File: src/design/glp_pkg.sv
// Shared types, codes and character decode for the gate-list text parser.
package glp_pkg;

    // Largest wire index width; wider word values raise an overflow result.
    localparam int INDEX_WIDTH = 16;

    localparam int CHAR_W  = 8;
    localparam int SYM_W   = 7;
    localparam int TILDE_W = 10;
    localparam int WIRE_W  = 16;
    localparam int KIND_W  = 3;
    localparam int CLS_W   = 3;
    localparam int WCNT_W  = 3;
    // 82 + 83 * 1023 fits in 17 bits
    localparam int VAL_W   = 17;

    localparam logic [SYM_W-1:0]   ALPHA_BASE = 7'd83;
    localparam logic [TILDE_W-1:0] TILDE_MAX  = 10'd1023;
    localparam logic [32:0]        INDEX_LIMIT = 33'd1 << INDEX_WIDTH;
    localparam logic [SYM_W-1:0]   HASH_SYM   = 7'd64;

    localparam logic [CHAR_W-1:0] CH_TILDE = 8'h7E;
    localparam logic [CHAR_W-1:0] CH_SEMI  = 8'h3B;
    localparam logic [CHAR_W-1:0] CH_HASH  = 8'h23;
    localparam logic [CHAR_W-1:0] CH_LF    = 8'h0A;
    localparam logic [CHAR_W-1:0] CH_CR    = 8'h0D;
    localparam logic [CHAR_W-1:0] CH_TAB   = 8'h09;
    localparam logic [CHAR_W-1:0] CH_SPACE = 8'h20;

    // Character classes handed from the front to the back
    localparam logic [CLS_W-1:0] CLS_SYM     = 3'd0;
    localparam logic [CLS_W-1:0] CLS_TILDE   = 3'd1;
    localparam logic [CLS_W-1:0] CLS_SEMI    = 3'd2;
    localparam logic [CLS_W-1:0] CLS_BLANK   = 3'd3;
    localparam logic [CLS_W-1:0] CLS_NEWLINE = 3'd4;
    localparam logic [CLS_W-1:0] CLS_HASH    = 3'd5;
    localparam logic [CLS_W-1:0] CLS_BAD     = 3'd6;
    localparam logic [CLS_W-1:0] CLS_END     = 3'd7;

    // Result kinds
    localparam logic [KIND_W-1:0] KIND_GATE         = 3'd0;
    localparam logic [KIND_W-1:0] KIND_BAD_COUNT    = 3'd1;
    localparam logic [KIND_W-1:0] KIND_BAD_CHAR     = 3'd2;
    localparam logic [KIND_W-1:0] KIND_UNTERMINATED = 3'd3;
    localparam logic [KIND_W-1:0] KIND_END_OK       = 3'd4;
    localparam logic [KIND_W-1:0] KIND_OVERFLOW     = 3'd5;

    typedef struct packed {
        logic [CLS_W-1:0] cls;
        logic [SYM_W-1:0] sym;
    } item_t;

    // Position in the 83-symbol alphabet; ok is low for a non-symbol.
    typedef struct packed {
        logic             ok;
        logic [SYM_W-1:0] sym;
    } sym_lookup_t;

    function automatic sym_lookup_t symbol_of(input logic [CHAR_W-1:0] ch);
        sym_lookup_t r;
        r.ok  = 1'b1;
        r.sym = '0;
        if (ch >= 8'h30 && ch <= 8'h39)
        begin
            r.sym = SYM_W'(ch - 8'h30);
        end
        else if (ch >= 8'h61 && ch <= 8'h7A)
        begin
            r.sym = SYM_W'(ch - 8'h61 + 8'd10);
        end
        else if (ch >= 8'h41 && ch <= 8'h5A)
        begin
            r.sym = SYM_W'(ch - 8'h41 + 8'd36);
        end
        else
        begin
            unique case (ch)
                8'h21:   r.sym = 7'd62; // !
                8'h40:   r.sym = 7'd63; // @
                8'h23:   r.sym = 7'd64; // #
                8'h24:   r.sym = 7'd65; // $
                8'h25:   r.sym = 7'd66; // %
                8'h5E:   r.sym = 7'd67; // ^
                8'h26:   r.sym = 7'd68; // &
                8'h2A:   r.sym = 7'd69; // *
                8'h28:   r.sym = 7'd70; // (
                8'h29:   r.sym = 7'd71; // )
                8'h2D:   r.sym = 7'd72; // -
                8'h5F:   r.sym = 7'd73; // _
                8'h3D:   r.sym = 7'd74; // =
                8'h2B:   r.sym = 7'd75; // +
                8'h5B:   r.sym = 7'd76; // [
                8'h5D:   r.sym = 7'd77; // ]
                8'h7B:   r.sym = 7'd78; // {
                8'h7D:   r.sym = 7'd79; // }
                8'h3C:   r.sym = 7'd80; // <
                8'h3E:   r.sym = 7'd81; // >
                8'h3F:   r.sym = 7'd82; // ?
                default: r.ok  = 1'b0;
            endcase
        end
        return r;
    endfunction

endpackage

File: src/design/glp_front.sv
// Front stage: accepts characters, classifies them and pushes them to the queue.
module glp_front (
    input  logic                       clk,
    input  logic                       rst_n,
    input  logic                       in_valid,
    output logic                       in_ready,
    input  logic [glp_pkg::CHAR_W-1:0] in_char,
    input  logic                       in_end,
    output logic                       push_valid,
    input  logic                       push_ready,
    output glp_pkg::item_t             push_item
);
    import glp_pkg::*;

    logic        valid_reg;
    item_t       item_reg;
    item_t       item_next;
    sym_lookup_t lk;

    assign in_ready   = !valid_reg || push_ready;
    assign push_valid = valid_reg;
    assign push_item  = item_reg;

    always_comb
    begin
        lk             = symbol_of(in_char);
        item_next.sym  = lk.sym;
        if (in_end)
            item_next.cls = CLS_END;
        else if (in_char == CH_SEMI)
            item_next.cls = CLS_SEMI;
        else if (in_char == CH_TILDE)
            item_next.cls = CLS_TILDE;
        else if (in_char == CH_LF || in_char == CH_CR)
            item_next.cls = CLS_NEWLINE;
        else if (in_char == CH_TAB || in_char == CH_SPACE)
            item_next.cls = CLS_BLANK;
        else if (in_char == CH_HASH)
            item_next.cls = CLS_HASH;
        else if (lk.ok)
            item_next.cls = CLS_SYM;
        else
            item_next.cls = CLS_BAD;
    end

    always_ff @(posedge clk or negedge rst_n)
    begin
        if (!rst_n)
            valid_reg <= 1'b0;
        else if (in_ready)
            valid_reg <= in_valid;
    end

    always_ff @(posedge clk)
    begin
        if (in_valid && in_ready)
            item_reg <= item_next;
    end

endmodule

File: src/design/glp_queue.sv
// Two-entry queue between the front and back stages.
module glp_queue (
    input  logic           clk,
    input  logic           rst_n,
    input  logic           push_valid,
    output logic           push_ready,
    input  glp_pkg::item_t push_item,
    output logic           pop_valid,
    input  logic           pop_ready,
    output glp_pkg::item_t pop_item
);
    import glp_pkg::*;

    item_t       mem [2];
    logic        wr_ptr_reg;
    logic        rd_ptr_reg;
    logic [1:0]  count_reg;
    logic        do_push;
    logic        do_pop;

    assign push_ready = (count_reg != 2'd2);
    assign pop_valid  = (count_reg != 2'd0);
    assign pop_item   = mem[rd_ptr_reg];
    assign do_push    = push_valid && push_ready;
    assign do_pop     = pop_valid && pop_ready;

    always_ff @(posedge clk or negedge rst_n)
    begin
        if (!rst_n)
        begin
            wr_ptr_reg <= 1'b0;
            rd_ptr_reg <= 1'b0;
            count_reg  <= 2'd0;
        end
        else
        begin
            if (do_push)
                wr_ptr_reg <= !wr_ptr_reg;
            if (do_pop)
                rd_ptr_reg <= !rd_ptr_reg;
            if (do_push && !do_pop)
                count_reg <= count_reg + 2'd1;
            else if (do_pop && !do_push)
                count_reg <= count_reg - 2'd1;
        end
    end

    always_ff @(posedge clk)
    begin
        if (do_push)
            mem[wr_ptr_reg] <= push_item;
    end

endmodule

File: src/design/glp_back.sv
// Back stage: parser state, word assembly and the result register.
module glp_back (
    input  logic                       clk,
    input  logic                       rst_n,
    input  logic                       pop_valid,
    output logic                       pop_ready,
    input  glp_pkg::item_t             pop_item,
    output logic                       out_valid,
    input  logic                       out_ready,
    output logic [glp_pkg::KIND_W-1:0] out_kind,
    output logic [glp_pkg::WIRE_W-1:0] out_target,
    output logic [glp_pkg::WIRE_W-1:0] out_ctl_one,
    output logic [glp_pkg::WIRE_W-1:0] out_ctl_two
);
    import glp_pkg::*;

    logic                in_comment_reg, in_comment_next;
    logic                line_start_reg, line_start_next;
    logic [TILDE_W-1:0]  tilde_reg, tilde_next;
    logic [WCNT_W-1:0]   wcnt_reg, wcnt_next;
    logic                halted_reg, halted_next;
    logic [WIRE_W-1:0]   words [3];

    logic                out_valid_reg;
    logic [KIND_W-1:0]   kind_reg, kind_next;
    logic [WIRE_W-1:0]   target_reg, ctl_one_reg, ctl_two_reg;

    logic                pop;
    logic                emit;
    logic                store_word;
    logic                is_gate;
    logic [VAL_W-1:0]    value;
    logic                overflow;

    assign pop_ready   = !out_valid_reg || out_ready;
    assign pop         = pop_valid && pop_ready;
    assign out_valid   = out_valid_reg;
    assign out_kind    = kind_reg;
    assign out_target  = target_reg;
    assign out_ctl_one = ctl_one_reg;
    assign out_ctl_two = ctl_two_reg;

    assign value    = VAL_W'(pop_item.sym) + VAL_W'(tilde_reg) * VAL_W'(ALPHA_BASE);
    assign overflow = 33'(value) >= INDEX_LIMIT;

    always_comb
    begin
        in_comment_next = in_comment_reg;
        line_start_next = line_start_reg;
        tilde_next      = tilde_reg;
        wcnt_next       = wcnt_reg;
        halted_next     = halted_reg;
        kind_next       = KIND_GATE;
        emit            = 1'b0;
        store_word      = 1'b0;
        is_gate         = 1'b0;
        if (pop_item.cls == CLS_END)
        begin
            emit            = !halted_reg;
            kind_next       = (wcnt_reg != '0) ? KIND_UNTERMINATED : KIND_END_OK;
            in_comment_next = 1'b0;
            line_start_next = 1'b1;
            tilde_next      = '0;
            wcnt_next       = '0;
            halted_next     = 1'b0;
        end
        else if (halted_reg)
        begin
            // frozen until end of text
        end
        else if (in_comment_reg)
        begin
            if (pop_item.cls == CLS_NEWLINE)
            begin
                in_comment_next = 1'b0;
                line_start_next = 1'b1;
            end
        end
        else if (pop_item.cls == CLS_HASH && line_start_reg)
        begin
            in_comment_next = 1'b1;
        end
        else
        begin
            unique case (pop_item.cls)
                CLS_SEMI:
                begin
                    tilde_next = '0;
                    if (wcnt_reg == 3'd3)
                    begin
                        emit      = 1'b1;
                        is_gate   = 1'b1;
                        kind_next = KIND_GATE;
                        wcnt_next = '0;
                    end
                    else if (wcnt_reg != '0)
                    begin
                        emit        = 1'b1;
                        kind_next   = KIND_BAD_COUNT;
                        halted_next = 1'b1;
                    end
                end
                CLS_TILDE:
                begin
                    line_start_next = 1'b0;
                    if (tilde_reg == TILDE_MAX)
                    begin
                        emit        = 1'b1;
                        kind_next   = KIND_OVERFLOW;
                        halted_next = 1'b1;
                    end
                    else
                        tilde_next = tilde_reg + 1'b1;
                end
                CLS_NEWLINE:
                    line_start_next = 1'b1;
                CLS_BLANK:
                begin
                end
                CLS_BAD:
                begin
                    emit        = 1'b1;
                    kind_next   = KIND_BAD_CHAR;
                    halted_next = 1'b1;
                end
                default: // symbol, or '#' away from line start
                begin
                    if (overflow)
                    begin
                        emit        = 1'b1;
                        kind_next   = KIND_OVERFLOW;
                        halted_next = 1'b1;
                    end
                    else
                    begin
                        store_word      = (wcnt_reg < 3'd3);
                        if (wcnt_reg < 3'd4)
                            wcnt_next = wcnt_reg + 1'b1;
                        tilde_next      = '0;
                        line_start_next = 1'b0;
                    end
                end
            endcase
        end
    end

    always_ff @(posedge clk or negedge rst_n)
    begin
        if (!rst_n)
        begin
            in_comment_reg <= 1'b0;
            line_start_reg <= 1'b1;
            tilde_reg      <= '0;
            wcnt_reg       <= '0;
            halted_reg     <= 1'b0;
            out_valid_reg  <= 1'b0;
        end
        else
        begin
            if (pop)
            begin
                in_comment_reg <= in_comment_next;
                line_start_reg <= line_start_next;
                tilde_reg      <= tilde_next;
                wcnt_reg       <= wcnt_next;
                halted_reg     <= halted_next;
            end
            if (pop_ready)
                out_valid_reg <= pop && emit;
        end
    end

    always_ff @(posedge clk)
    begin
        if (pop && store_word)
            words[wcnt_reg[1:0]] <= value[WIRE_W-1:0];
        if (pop && emit)
        begin
            kind_reg    <= kind_next;
            target_reg  <= is_gate ? words[0] : '0;
            ctl_one_reg <= is_gate ? words[1] : '0;
            ctl_two_reg <= is_gate ? words[2] : '0;
        end
    end

`ifndef SYNTH
    a_wcnt_range: assert property (@(posedge clk) disable iff (!rst_n)
        wcnt_reg <= 3'd4)
        else $error("word count out of range");

    a_comment_not_halted: assert property (@(posedge clk) disable iff (!rst_n)
        !(in_comment_reg && halted_reg))
        else $error("comment state while halted");

    a_gate_emitted: assert property (@(posedge clk) disable iff (!rst_n)
        (pop && pop_item.cls == CLS_SEMI && !halted_reg && !in_comment_reg
         && wcnt_reg == 3'd3)
        |=> out_valid_reg && kind_reg == KIND_GATE && wcnt_reg == 3'd0)
        else $error("closed gate not emitted");

    a_end_clears: assert property (@(posedge clk) disable iff (!rst_n)
        (pop && pop_item.cls == CLS_END)
        |=> !halted_reg && wcnt_reg == 3'd0 && line_start_reg && tilde_reg == '0)
        else $error("end item did not reset parser");
`endif

endmodule

File: src/design/gate_list_text_parser_top.sv
// Top level of the gate-list text parser: front, queue and back stages.
// Path: a result passes the front register, a queue entry and the result register
// before it is valid, and the result register holds it while m_tready is low.
// Throughput: one character per cycle unless the output stalls; the back stage retires
// one queue entry per cycle and its result register refills in the cycle it is taken.
// Reset: rst_n clears all control state at once; parser starts at line start,
// not halted, no pending words. No clearing pass is needed.
module gate_list_text_parser_top (
    input  logic        clk,
    input  logic        rst_n,
    // character stream in
    input  logic        s_tvalid,
    output logic        s_tready,
    input  logic [7:0]  s_tdata,   // [7:0] char_code
    input  logic        s_tlast,   // is_end: end of text, tdata ignored
    // result stream out
    output logic        m_tvalid,
    input  logic        m_tready,
    output logic [47:0] m_tdata,   // [15:0] target_wire, [31:16] control_one,
                                   // [47:32] control_two
    output logic [2:0]  m_tuser    // [2:0] result_kind
);
    import glp_pkg::*;

    // front -> queue
    logic  f_valid;
    logic  f_ready;
    item_t f_item;
    // queue -> back
    logic  q_valid;
    logic  q_ready;
    item_t q_item;

    logic [KIND_W-1:0] kind;
    logic [WIRE_W-1:0] target;
    logic [WIRE_W-1:0] ctl_one;
    logic [WIRE_W-1:0] ctl_two;

    // Classify each character; no parser state lives here.
    glp_front u_front (
        .clk        (clk),
        .rst_n      (rst_n),
        .in_valid   (s_tvalid),
        .in_ready   (s_tready),
        .in_char    (s_tdata),
        .in_end     (s_tlast),
        .push_valid (f_valid),
        .push_ready (f_ready),
        .push_item  (f_item)
    );

    // Decouples front and back so each can stall on its own.
    glp_queue u_queue (
        .clk        (clk),
        .rst_n      (rst_n),
        .push_valid (f_valid),
        .push_ready (f_ready),
        .push_item  (f_item),
        .pop_valid  (q_valid),
        .pop_ready  (q_ready),
        .pop_item   (q_item)
    );

    // Parser state machine, word assembly and result register.
    glp_back u_back (
        .clk         (clk),
        .rst_n       (rst_n),
        .pop_valid   (q_valid),
        .pop_ready   (q_ready),
        .pop_item    (q_item),
        .out_valid   (m_tvalid),
        .out_ready   (m_tready),
        .out_kind    (kind),
        .out_target  (target),
        .out_ctl_one (ctl_one),
        .out_ctl_two (ctl_two)
    );

    assign m_tdata = {ctl_two, ctl_one, target};
    assign m_tuser = kind;

endmodule

File: config.mk
export PLATFORM = sky130hd
export DESIGN_NAME = gate_list_text_parser_top
export DESIGN_NICKNAME = d
export VERILOG_FILES = /design/src/design/glp_pkg.sv /design/src/design/glp_front.sv /design/src/design/glp_queue.sv /design/src/design/glp_back.sv /design/src/design/gate_list_text_parser_top.sv
export SDC_FILE = /design/constraint.sdc
export NUM_CORES = 1
export LEC_CHECK = 0
export BUFFER_PORTS_ARGS = -buffer_cell sky130_fd_sc_hd__buf_2
export CELL_PAD_IN_SITES_DETAIL_PLACEMENT = 2
export CELL_PAD_IN_SITES_GLOBAL_PLACEMENT = 2
export CORE_AREA = 8 8 151 153
export CTS_BUF_LIST = sky130_fd_sc_hd__clkbuf_4 sky130_fd_sc_hd__clkbuf_8
export CTS_CLUSTER_DIAMETER = 120
export DETAILED_ROUTE_END_ITERATION = 10
export DIE_AREA = 0 0 159 161
export PLACE_DENSITY = 0.86
export SYNTH_ARGS = -nofsm -noshare
export SYNTH_HDL_FRONTEND = slang
export SYNTH_HIERARCHICAL = 1
export SYNTH_SLANG_ARGS = --single-unit
File: constraint.sdc
create_clock -name clk -period 9.9 [get_ports clk]
set_clock_uncertainty 0.2 [all_clocks]
set_input_delay 1.98 -clock clk [delete_from_list [all_inputs] [get_ports clk]]
set_output_delay 1.98 -clock clk [all_outputs]
set_load 0.01 [all_outputs]
==> results.cfg, run 1 <==
[cts]
clk_pin_slew_ns = 0.09
clockBufferDepth = 2
cts_hold_buf = 0
clock_latency_ns = 0.45
clock-root-buffer = clkbuf_8
numCtsBuffers = 17
h-tree-depth = 4
cts_tree = done
cts_setup_buffers = 0
numClockSinks = 151
ctsResizeCount = 0

[setup_path]
startpoint = u_queue/rd_ptr_reg
critPathMostFrequentCell = ha_1
cpPeakStageDelay_ns = 1.08
start_kind = flip-flop
end_kind = flip-flop
worstSetupEndpoint = u_back/words[2][11]
crit_path_cell_trace = mux2_2, ha_1, ha_1, inv_1, fa_1, inv_1, ha_1, fa_1, a21oi_1, nor2_2, o21ai_2, a2111o_1, nand2_1, xnor2_1, or4_4, nor3b_2
rrSetupSlack_ns = 3.38
crit_fanout = 16
rr_endpoint = u_back/words[2][11]
cpMaxStageDelayCell = nor3b_2
ff2ff_path_depth = 16
required_ns = 9.76
r2r-start = u_queue/rd_ptr_reg
arrival_ns = 6.38
crit_type = reg2reg

[routing]
drtPass1Iterations = 6
vias = 6019
wl_per_cell_microns = 21.2
wirelength_mm = 22.9
viasPerCell = 5.57
drc = 0
antenna_left = 0
drt_iter0_drc = 265

[grt]
grtUsageMet2_pct = 33.4
grt_max_degree = 52
busiest_layer = met2
met1_usage_pct = 20.0
grt_pass1_wl_mm = 37.2
grt_antenna_before_repair = 0
grtUsageTotal_pct = 18.0
met3_usage_pct = 3.72
overflow = 0
grt_pass1_vias = 6871

[sta]
period_share_pct = 65.8
fin_tns_setup_ns = 0
slew_violations = 0
slew_headroom_pct = 10.9
hold_viol_final = 0
fmax_mhz = 153
fin_crit_ns = 6.52
finalSetupViolCount = 0
rsz0062_at_grt = no
tightestPinTransition_ns = 1.33

[synth]
yosys.area_share.adder_pct = 14.0
ys_types = 77
yosys_warnings = 6
yosys.area_share.xor_xnor_pct = 2.12
synthMuxAreaShare_pct = 2.28
synth_edf_count = 129
synth_top_area_cell = edfxtp_1
synth-simple-area-share_pct = 15.0
synth_compound_area_share_pct = 11.9
yosysMostFrequentCell = edfxtp_1
syn_inst = 732
synth_commonest_cells = 129 x edfxtp_1, 70 x ha_1, 56 x and2_1
synth_async_sr_flop_share_pct = 14.6
yosysTopAreaCellShare_pct = 44.7
synth_ff_type = edfxtp_1
syn_avg_cell_area_sq_um = 11.8
ys_seq_area_share_pct = 51.1
synth_top_family_by_area = simple AND/OR/NAND/NOR gates
syn-num-nets = 832
synth.area.top_cells = edfxtp_1 45%, ha_1 10%, dfrtp_1 6.1%, and2_1 4.0%, fa_1 3.9%
synth-seq-cells = 151
netlist_area_sq_um = 8660

[die]
rows = 53
start_util_pct = 42.1
io_pins = 66
die-height_microns = 161
design.core.area_sq_um = 20600
die_x_microns = 159
dieArea_sq_um = 25600

[placed_design]
io_buffers = 65
finalWeightedCongestion = 0.865
detailed_place_hpwl_mm = 17.5

[layout]
drive_above_1_share_pct = 16.4
largest_reg_flops = 48
diodes = 0
final_nets = 892
syn_to_final_growth_pct = 11.2
fillers = 2085

[pwr]
irDropWorstVdd_v = 0.0000858
p_leak_nw = 3.94
cellPowerDensity_nw_per_um2 = 212
p_total_mw = 2.05

[status]
status = complete, no violations

[run]
maxCapViolCount = 0

[min_path]
min_from = u_front/push_item[6]
hold_path_class = reg2reg
## logic make-up after synthesis
kind of cell	after synthesis
AO/OA/AOI/OAI	150
XOR/XNOR	21
adder cells (fa/ha/maj)	87
buffers and inverters	77
flip-flops	151
multiplexers	18
AND/OR/NAND/NOR	228
## worst min path at each step
stage,end,depth (start not counted)
after CTS,u_queue/mem[0][6],0
after global placement,u_queue/mem[0][6],0
final,u_queue/mem[0][6],0
after global routing,u_queue/mem[0][6],0
after floorplan,u_queue/mem[0][0],0
after detailed placement,u_queue/mem[1][0],0
## through the flow
| step | hold WS (ns) | area, sq um | util (%) | setup slack [ns] | std cells |
|---|---|---|---|---|---|
| 2_1_floorplan | 0.221 | 8660 | - | 1.36 | 732 |
| 3_3_place_gp | 0.222 | 9250 | 45.0 | 3.75 | 1048 |
| 3_5_place_dp | 0.241 | 9250 | 45.0 | 3.36 | 1048 |
| 4_1_cts | 0.258 | 9630 | 46.8 | 3.32 | 1080 |
| 5_1_grt | 0.263 | 9630 | 46.8 | 3.16 | 1080 |
| 6_report | 0.251 | 9630 | 46.8 | 3.38 | 1080 |
## layout by cell type, fill, tap and decap left out, types with 6 or more instances in the layout
cell type  count
dfrtp_1       21
edfxtp_1     129
a21oi_1       29
and3_1         9
nor2_1        36
nand3_1       20
o21ai_0       41
buf_2         65
o31ai_1        6
nand2_1       28
a211oi_1       6
xnor2_1       15
nand2b_1      15
nor3_1        12
ha_1          70
inv_1         51
clkbuf_8      17
fa_1          17
o211ai_1      10
and2_1        56
nor2b_1       10
mux2_2        13
xor2_1         6
## final cells by class
type / instances / area [sq um] / share of cell area, %
clock inverters: 15 / 140 / 1.46
repair buffers: 67 / 340 / 3.54
inverters: 51 / 191 / 1.99
well taps: 275 / 344 / 3.57
multi-input cells: 504 / 3950 / 41.0
clock buffers: 17 / 234 / 2.43
flip-flops and latches: 151 / 4430 / 46.0
## routing by layer
layer,share of wire [%],wire length [microns]
met5,0,0
met4,2.6,583
met3,3.3,760
met2,53,12100
met1,41,9460
## power breakdown
group	internal, mW	switching [mW]
Combinational	0.241	0.443
Clock	0.185	0.265
Sequential	0.845	0.0663
Total	1.27	0.774
## critical path, delay by kind of cell, from the launching register on
kind,cells,cell delay (ns)
muxes,1,0.40
buffers and inverters,2,0.11
and+or+nand+nor,4,1.93
AOI/OAI and AO/OA,3,0.68
adders and majority gates,5,1.81
xor gates and xnor gates,1,0.34
DFF,1,0.64
Power figures use the tool's default switching activity.
==> run 2: changes to the inputs <==
--- a/config.mk
+++ b/config.mk
@@ -5,15 +5,16 @@
 export SDC_FILE = /design/constraint.sdc
 export NUM_CORES = 1
 export LEC_CHECK = 0
+export ABC_AREA = 1
 export BUFFER_PORTS_ARGS = -buffer_cell sky130_fd_sc_hd__buf_2
 export CELL_PAD_IN_SITES_DETAIL_PLACEMENT = 2
 export CELL_PAD_IN_SITES_GLOBAL_PLACEMENT = 2
-export CORE_AREA = 8 8 151 153
+export CORE_AREA = 8 8 158 160
 export CTS_BUF_LIST = sky130_fd_sc_hd__clkbuf_4 sky130_fd_sc_hd__clkbuf_8
 export CTS_CLUSTER_DIAMETER = 120
 export DETAILED_ROUTE_END_ITERATION = 10
-export DIE_AREA = 0 0 159 161
-export PLACE_DENSITY = 0.86
+export DIE_AREA = 0 0 166 168
+export PLACE_DENSITY = 0.85
 export SYNTH_ARGS = -nofsm -noshare
 export SYNTH_HDL_FRONTEND = slang
 export SYNTH_HIERARCHICAL = 1
==> constraint.sdc (replaced) <==
create_clock -name clk -period 6.25 [get_ports clk]
set_clock_uncertainty 0.2 [all_clocks]
set_input_delay 1.25 -clock clk [delete_from_list [all_inputs] [get_ports clk]]
set_output_delay 1.25 -clock clk [all_outputs]
set_load 0.01 [all_outputs]
==> run 2 against run 1 <==
Compared with the run above:
- highest routed layer unchanged
- synthesized cell count is 26% higher
- via count is 11% higher
- sequential cell count stayed put
- register-to-register slack worse by 2.8 ns
- core utilization is 2.7 points lower
- combinational power is 77% higher
- first-iteration DRC count is 16% higher
- critical path depth is 5 higher
==> results.cfg, run 2 <==
[die]
start_util_pct = 39.5
design.core.area_sq_um = 22400
dieArea_sq_um = 27900
io_pins = 66
die-height_microns = 168
rows = 55
die_x_microns = 166

[synth]
synth_async_sr_flop_share_pct = 14.6
yosysTopAreaCellShare_pct = 43.9
synth_ff_type = edfxtp_1
ys_types = 49
synth.area.top_cells = edfxtp_1 44%, ha_1 9.9%, nand2_1 8.5%, inv_1 6.2%, dfrtp_1 5.9%
netlist_area_sq_um = 8830
yosys_warnings = 6
ys_seq_area_share_pct = 50.1
syn_avg_cell_area_sq_um = 9.55
syn_inst = 925
synth_top_area_cell = edfxtp_1
synth_edf_count = 129
synth_commonest_cells = 200 x nand2_1, 146 x inv_1, 129 x edfxtp_1
yosysMostFrequentCell = nand2_1
synth-seq-cells = 151
syn-num-nets = 1025

[setup_path]
crit_type = reg2reg
crit_fanout = 51
required_ns = 6.15
end_kind = flip-flop
arrival_ns = 5.54
start_kind = flip-flop

[placed_design]
detailed_place_hpwl_mm = 20.1
finalWeightedCongestion = 0.852
io_buffers = 65
place_inst = 1264

[pwr]
p_leak_nw = 4.81
p_total_mw = 3.53
power.clock.fraction_pct = 23.6
p_sw_share_pct = 41.1
p_switching_mw = 1.45
irDropWorstVdd_v = 0.000124
combPwrFrac_pct = 34.3
p_int_mw = 2.08
cellPowerDensity_nw_per_um2 = 357
seqPwrFrac_pct = 42.1

[cts]
clock_latency_ns = 0.48
cts_tree = done
numCtsBuffers = 17
cts_setup_buffers = 0
clock-root-buffer = clkbuf_8
ctsResizeCount = 0
cts_hold_buf = 0
clk_pin_slew_ns = 0.10
h-tree-depth = 4
numClockSinks = 151
clockBufferDepth = 2

[layout]
final_cells = 1296
final_core_util_pct = 44.1
final_common_cell = nand2_1
drive_above_1_share_pct = 15.5
syn_to_final_growth_pct = 11.7
diodes = 0
final_cell_mix = 200 x nand2_1, 145 x inv_1, 129 x edfxtp_1, 113 x nor2_1, 70 x ha_1
largest_reg_flops = 48
final_nets = 1098

[sta]
hold-worst-slack_ns = 0.258
tightestPinTransition_ns = 1.16
fin_crit_ns = 5.64
slew_violations = 0
period_share_pct = 90.3
rsz0062_at_grt = no
finalSetupViolCount = 0
fin_tns_setup_ns = 0
slew_headroom_pct = 22.4
hold_viol_final = 0
fmax_mhz = 177

[grt]
grtUsageTotal_pct = 20.9
grt_max_degree = 52
grt_antenna_before_repair = 0
grt_pass1_wl_mm = 45.5
overflow = 0
grt_pass1_vias = 7716

[min_path]
hold_path_class = reg2reg

[routing]
viasPerCell = 5.17
vias = 6705
wirelength_mm = 28.3
antenna_left = 0
drtPass1Iterations = 4
wl_per_cell_microns = 21.8
drc = 0
drt_iter0_drc = 308

[run]
maxCapViolCount = 0

[status]
status = complete, no violations
==> run 2: cell types whose count changed in the layout (fill, tap and decap cells not counted), sizes merged, moves of 9 or more <==
| cell | delta |
|---|---|
| xnor2 | -10 |
| xor2 | +10 |
| nor2b | -10 |
| nand4 | +10 |
| nor2 | +90 |
| and3 | -9 |
| inv | +104 |
| and2 | -56 |
| mux2 | -13 |
| nand2b | -16 |
| nand3 | +35 |
| o21ai | -23 |
| nand2 | +189 |
==> run 2: logic make-up after synthesis <==
logic type / Yosys count / synth area share [%]
fa+ha+maj: 87 / 13.8
mux: 1 / 0.127
compound gates: 63 / 4.08
flops: 151 / 50.1
buf+inv: 174 / 8.06
xor+xnor: 21 / 2.17
simple gates: 428 / 21.7
==> run 2: power by group through the flow <==
stage | Clock, mW | Sequential [mW] | Combinational [mW]
after detailed placement | 0 | 1.50 | 1.19
after global routing | 0.889 | 1.51 | 1.34
after CTS | 0.858 | 1.49 | 1.23
after floorplan | 0 | 1.50 | 0.760
final | 0.834 | 1.48 | 1.21
after global placement | 0 | 1.48 | 1.08
==> run 2: path summary, 6_finish.rpt <==
check | from | cells past startpoint | slack (ns) | endpoint
setup reg to reg | u_queue/rd_ptr_reg | 21 | 0.61 | u_back/out_target[2]
setup / recovery | u_queue/rd_ptr_reg | 21 | 0.61 | u_back/out_target[2]
hold reg to reg | u_front/push_item[7] | 0 | 0.26 | u_queue/mem[0][7]
max in group asynchronous | rst_n | 1 | 4.90 | u_queue/wr_ptr_reg
min in group asynchronous | rst_n | 1 | 0.56 | u_back/wcnt_reg[2]
hold / removal | u_front/push_item[7] | 0 | 0.26 | u_queue/mem[0][7]
==> run 2: cell type report <==
cell class	count	area [sq um]
Sequential cell	151	4430
Multi-Input combinational cell	600	3690
Tap cell	285	357
Inverter	159	599
Clock buffer	17	234
Clock inverter	15	203
Fill cell	2429	12500
Timing Repair Buffer	69	355
==> run 2: stage by stage <==
stage	area [sq um]	setup slack [ns]
3_5_place_dp	9430	0.700
4_1_cts	9870	0.595
3_3_place_gp	9430	1.14
2_1_floorplan	8830	1.21
6_report	9870	0.608
5_1_grt	9870	0.267
==> run 2: per-layer routing <==
metal | part of all wire [%] | routed length [microns] | GRT usage [%] | vias to the layer above
met5 | 0 | 0 | 0 | -
met4 | 2.9 | 825 | 8.46 | 0
met3 | 3.1 | 868 | 3.44 | 57
met2 | 52 | 14700 | 38.3 | 153
met1 | 42 | 11900 | 23.9 | 3356
li1 | - | - | - | 3139
==> run 2: critical path, cell delays in order (launching register included) <==
cell     delay, ns
dfrtp_1       0.59
inv_1         0.29
nand2_1       0.13
nand2_1       0.08
ha_1          0.33
ha_1          0.29
inv_1         0.06
fa_1          0.55
inv_1         0.05
ha_1          0.24
fa_1          0.43
nand2_1       0.12
nand2_1       0.10
nand3_1       0.11
nand2_2       0.09
nand2_1       0.17
nand3_1       0.15
nand3_1       0.20
nand2_1       0.07
nand2_1       0.06
nand2_1       0.08
inv_2         0.80
==> run 3: changes to the inputs <==
--- a/config.mk
+++ b/config.mk
@@ -5,16 +5,15 @@
 export SDC_FILE = /design/constraint.sdc
 export NUM_CORES = 1
 export LEC_CHECK = 0
-export ABC_AREA = 1
 export BUFFER_PORTS_ARGS = -buffer_cell sky130_fd_sc_hd__buf_2
 export CELL_PAD_IN_SITES_DETAIL_PLACEMENT = 2
 export CELL_PAD_IN_SITES_GLOBAL_PLACEMENT = 2
-export CORE_AREA = 8 8 158 160
+export CORE_AREA = 8 8 151 153
 export CTS_BUF_LIST = sky130_fd_sc_hd__clkbuf_4 sky130_fd_sc_hd__clkbuf_8
 export CTS_CLUSTER_DIAMETER = 120
 export DETAILED_ROUTE_END_ITERATION = 10
-export DIE_AREA = 0 0 166 168
-export PLACE_DENSITY = 0.85
+export DIE_AREA = 0 0 159 161
+export PLACE_DENSITY = 0.86
 export SYNTH_ARGS = -nofsm -noshare
 export SYNTH_HDL_FRONTEND = slang
 export SYNTH_HIERARCHICAL = 1
==> run 3 against run 2 <==
Compared with the run above:
- final area decreased by 2.2%
- global-route usage fell by 1.9 points
- core utilization is 2.8 points higher
- first-iteration DRC count fell by 23%
==> results.cfg, run 3 (synthesized netlist as in run 1, its figures left out) <==
[status]
status = complete, no violations

[routing]
drc = 0
antenna_left = 0
vias = 6078
viasPerCell = 5.61
wirelength_mm = 23.9
drtPass1Iterations = 4
wl_per_cell_microns = 22.1
drt_iter0_drc = 237

[cts]
h-tree-depth = 4
clockBufferDepth = 2
ctsResizeCount = 0
clk_pin_slew_ns = 0.09
numClockSinks = 151
numCtsBuffers = 17
clock-root-buffer = clkbuf_8
cts_hold_buf = 0
cts_setup_buffers = 0
cts_tree = done
clock_latency_ns = 0.45

[layout]
diodes = 0
final_nets = 895
final_cell_mix = 129 x edfxtp_1, 70 x ha_1, 65 x buf_2, 56 x and2_1, 51 x inv_1
largest_reg_flops = 48
syn_to_final_growth_pct = 11.4
drive_above_1_share_pct = 16.8
final_common_cell = edfxtp_1
fillers = 2115

[pwr]
seqPwrFrac_pct = 44.7
p_total_mw = 3.24
p_int_mw = 2.01
p_sw_share_pct = 37.8
p_leak_nw = 3.95
p_switching_mw = 1.22
cellPowerDensity_nw_per_um2 = 336
irDropWorstVdd_v = 0.000135
power.clock.fraction_pct = 21.5
combPwrFrac_pct = 33.8

[sta]
tightestPinTransition_ns = 1.28
slew_violations = 0
hold_viol_final = 0
slew_headroom_pct = 14.6
fin_tns_setup_ns = 0
fmax_mhz = 179
period_share_pct = 89.3
finalSetupViolCount = 0
rsz0062_at_grt = no
fin_crit_ns = 5.58

[placed_design]
detailed_place_hpwl_mm = 18.5
finalWeightedCongestion = 0.877
io_buffers = 65

[setup_path]
required_ns = 6.19
critPathMostFrequentCell = ha_1
cpMaxStageDelayCell = dfrtp_1
crit_type = reg2reg
arrival_ns = 5.52
cpPeakStageDelay_ns = 0.70
end_kind = flip-flop
crit_fanout = 16
crit_path_cell_trace = mux2_2, ha_1, ha_1, inv_1, fa_1, inv_1, ha_1, fa_1, a21oi_1, nor2_2, o21ai_2, a2111o_1, nand2_1, xnor2_1, or4_4, nor3b_2, buf_4
startpoint = u_queue/rd_ptr_reg
r2r-start = u_queue/rd_ptr_reg
start_kind = flip-flop

[grt]
grt_max_degree = 52
grtUsageTotal_pct = 19.0
grt_pass1_vias = 6990
grt_antenna_before_repair = 0
grt_pass1_wl_mm = 38.7
overflow = 0

[die]
die-height_microns = 161
io_pins = 66
die_x_microns = 159
design.core.area_sq_um = 20600
start_util_pct = 42.1
dieArea_sq_um = 25600
rows = 53

[min_path]
hold_path_class = reg2reg
min_from = u_front/push_item[3]

[run]
maxCapViolCount = 0
==> run 3: metal layers <==
| metal | vias up | routed length (microns) | global-route usage (%) | share of wire, % |
|---|---|---|---|---|
| met4 | 0 | 472 | 6.52 | 2.0 |
| met5 | - | 0 | 0 | 0 |
| met1 | 3116 | 9510 | 20.0 | 40 |
| met3 | 33 | 687 | 3.51 | 2.9 |
| li1 | 2813 | - | - | - |
| met2 | 116 | 13300 | 37.0 | 55 |
==> run 3: critical path: cells and delay by family (launching register included) <==
family | cells | cell delay, ns
and+or+nand+nor | 4 | 0.95
AOI/OAI and AO/OA | 3 | 0.68
muxes | 1 | 0.41
DFF | 1 | 0.70
buffers and inverters | 3 | 0.39
adders and majority gates | 5 | 1.75
xor gates and xnor gates | 1 | 0.16
==> run 3: worst paths after layout <==
check | endpoint | slack [ns] | cells past startpoint
setup / recovery | u_back/words[1][6] | 0.67 | 17
hold / removal | u_queue/mem[0][3] | 0.26 | 0
setup reg to reg | u_back/words[1][6] | 0.67 | 17
hold reg to reg | u_queue/mem[0][3] | 0.26 | 0
max in group asynchronous | u_back/tilde_reg[1] | 4.85 | 1
min in group asynchronous | u_queue/count_reg[1] | 0.59 | 1
==> run 3: cell type report <==
type	instances	area (sq um)	area share, %
Multi-Input combinational cell	504	3950	41.0
Inverter	51	191	1.98
Clock buffer	18	241	2.50
Clock inverter	14	116	1.21
Tap cell	275	344	3.57
Timing Repair Buffer	70	375	3.89
Sequential cell	151	4430	45.9
==> run 3: stage by stage <==
stage               util (%)  instance area, sq um  setup slack, ns  instances  hold WS [ns]
floorplan                  -                  8670            0.200        732         0.221
global placement        45.2                  9290            0.913       1051         0.222
detailed placement      45.2                  9290            0.632       1051         0.241
CTS                     46.9                  9650            0.623       1083         0.262
global route            46.9                  9650            0.430       1083         0.271
finish                  46.9                  9650            0.670       1083         0.260
==> run 3: power groups by stage <==
stage / registers (mW) / clock network, mW / logic, mW
after floorplan: 1.46 / 0 / 0.689
after global placement: 1.45 / 0 / 0.984
after detailed placement: 1.47 / 0 / 1.10
after CTS: 1.45 / 0.713 / 1.11
after global routing: 1.47 / 0.751 / 1.20
final: 1.45 / 0.696 / 1.09
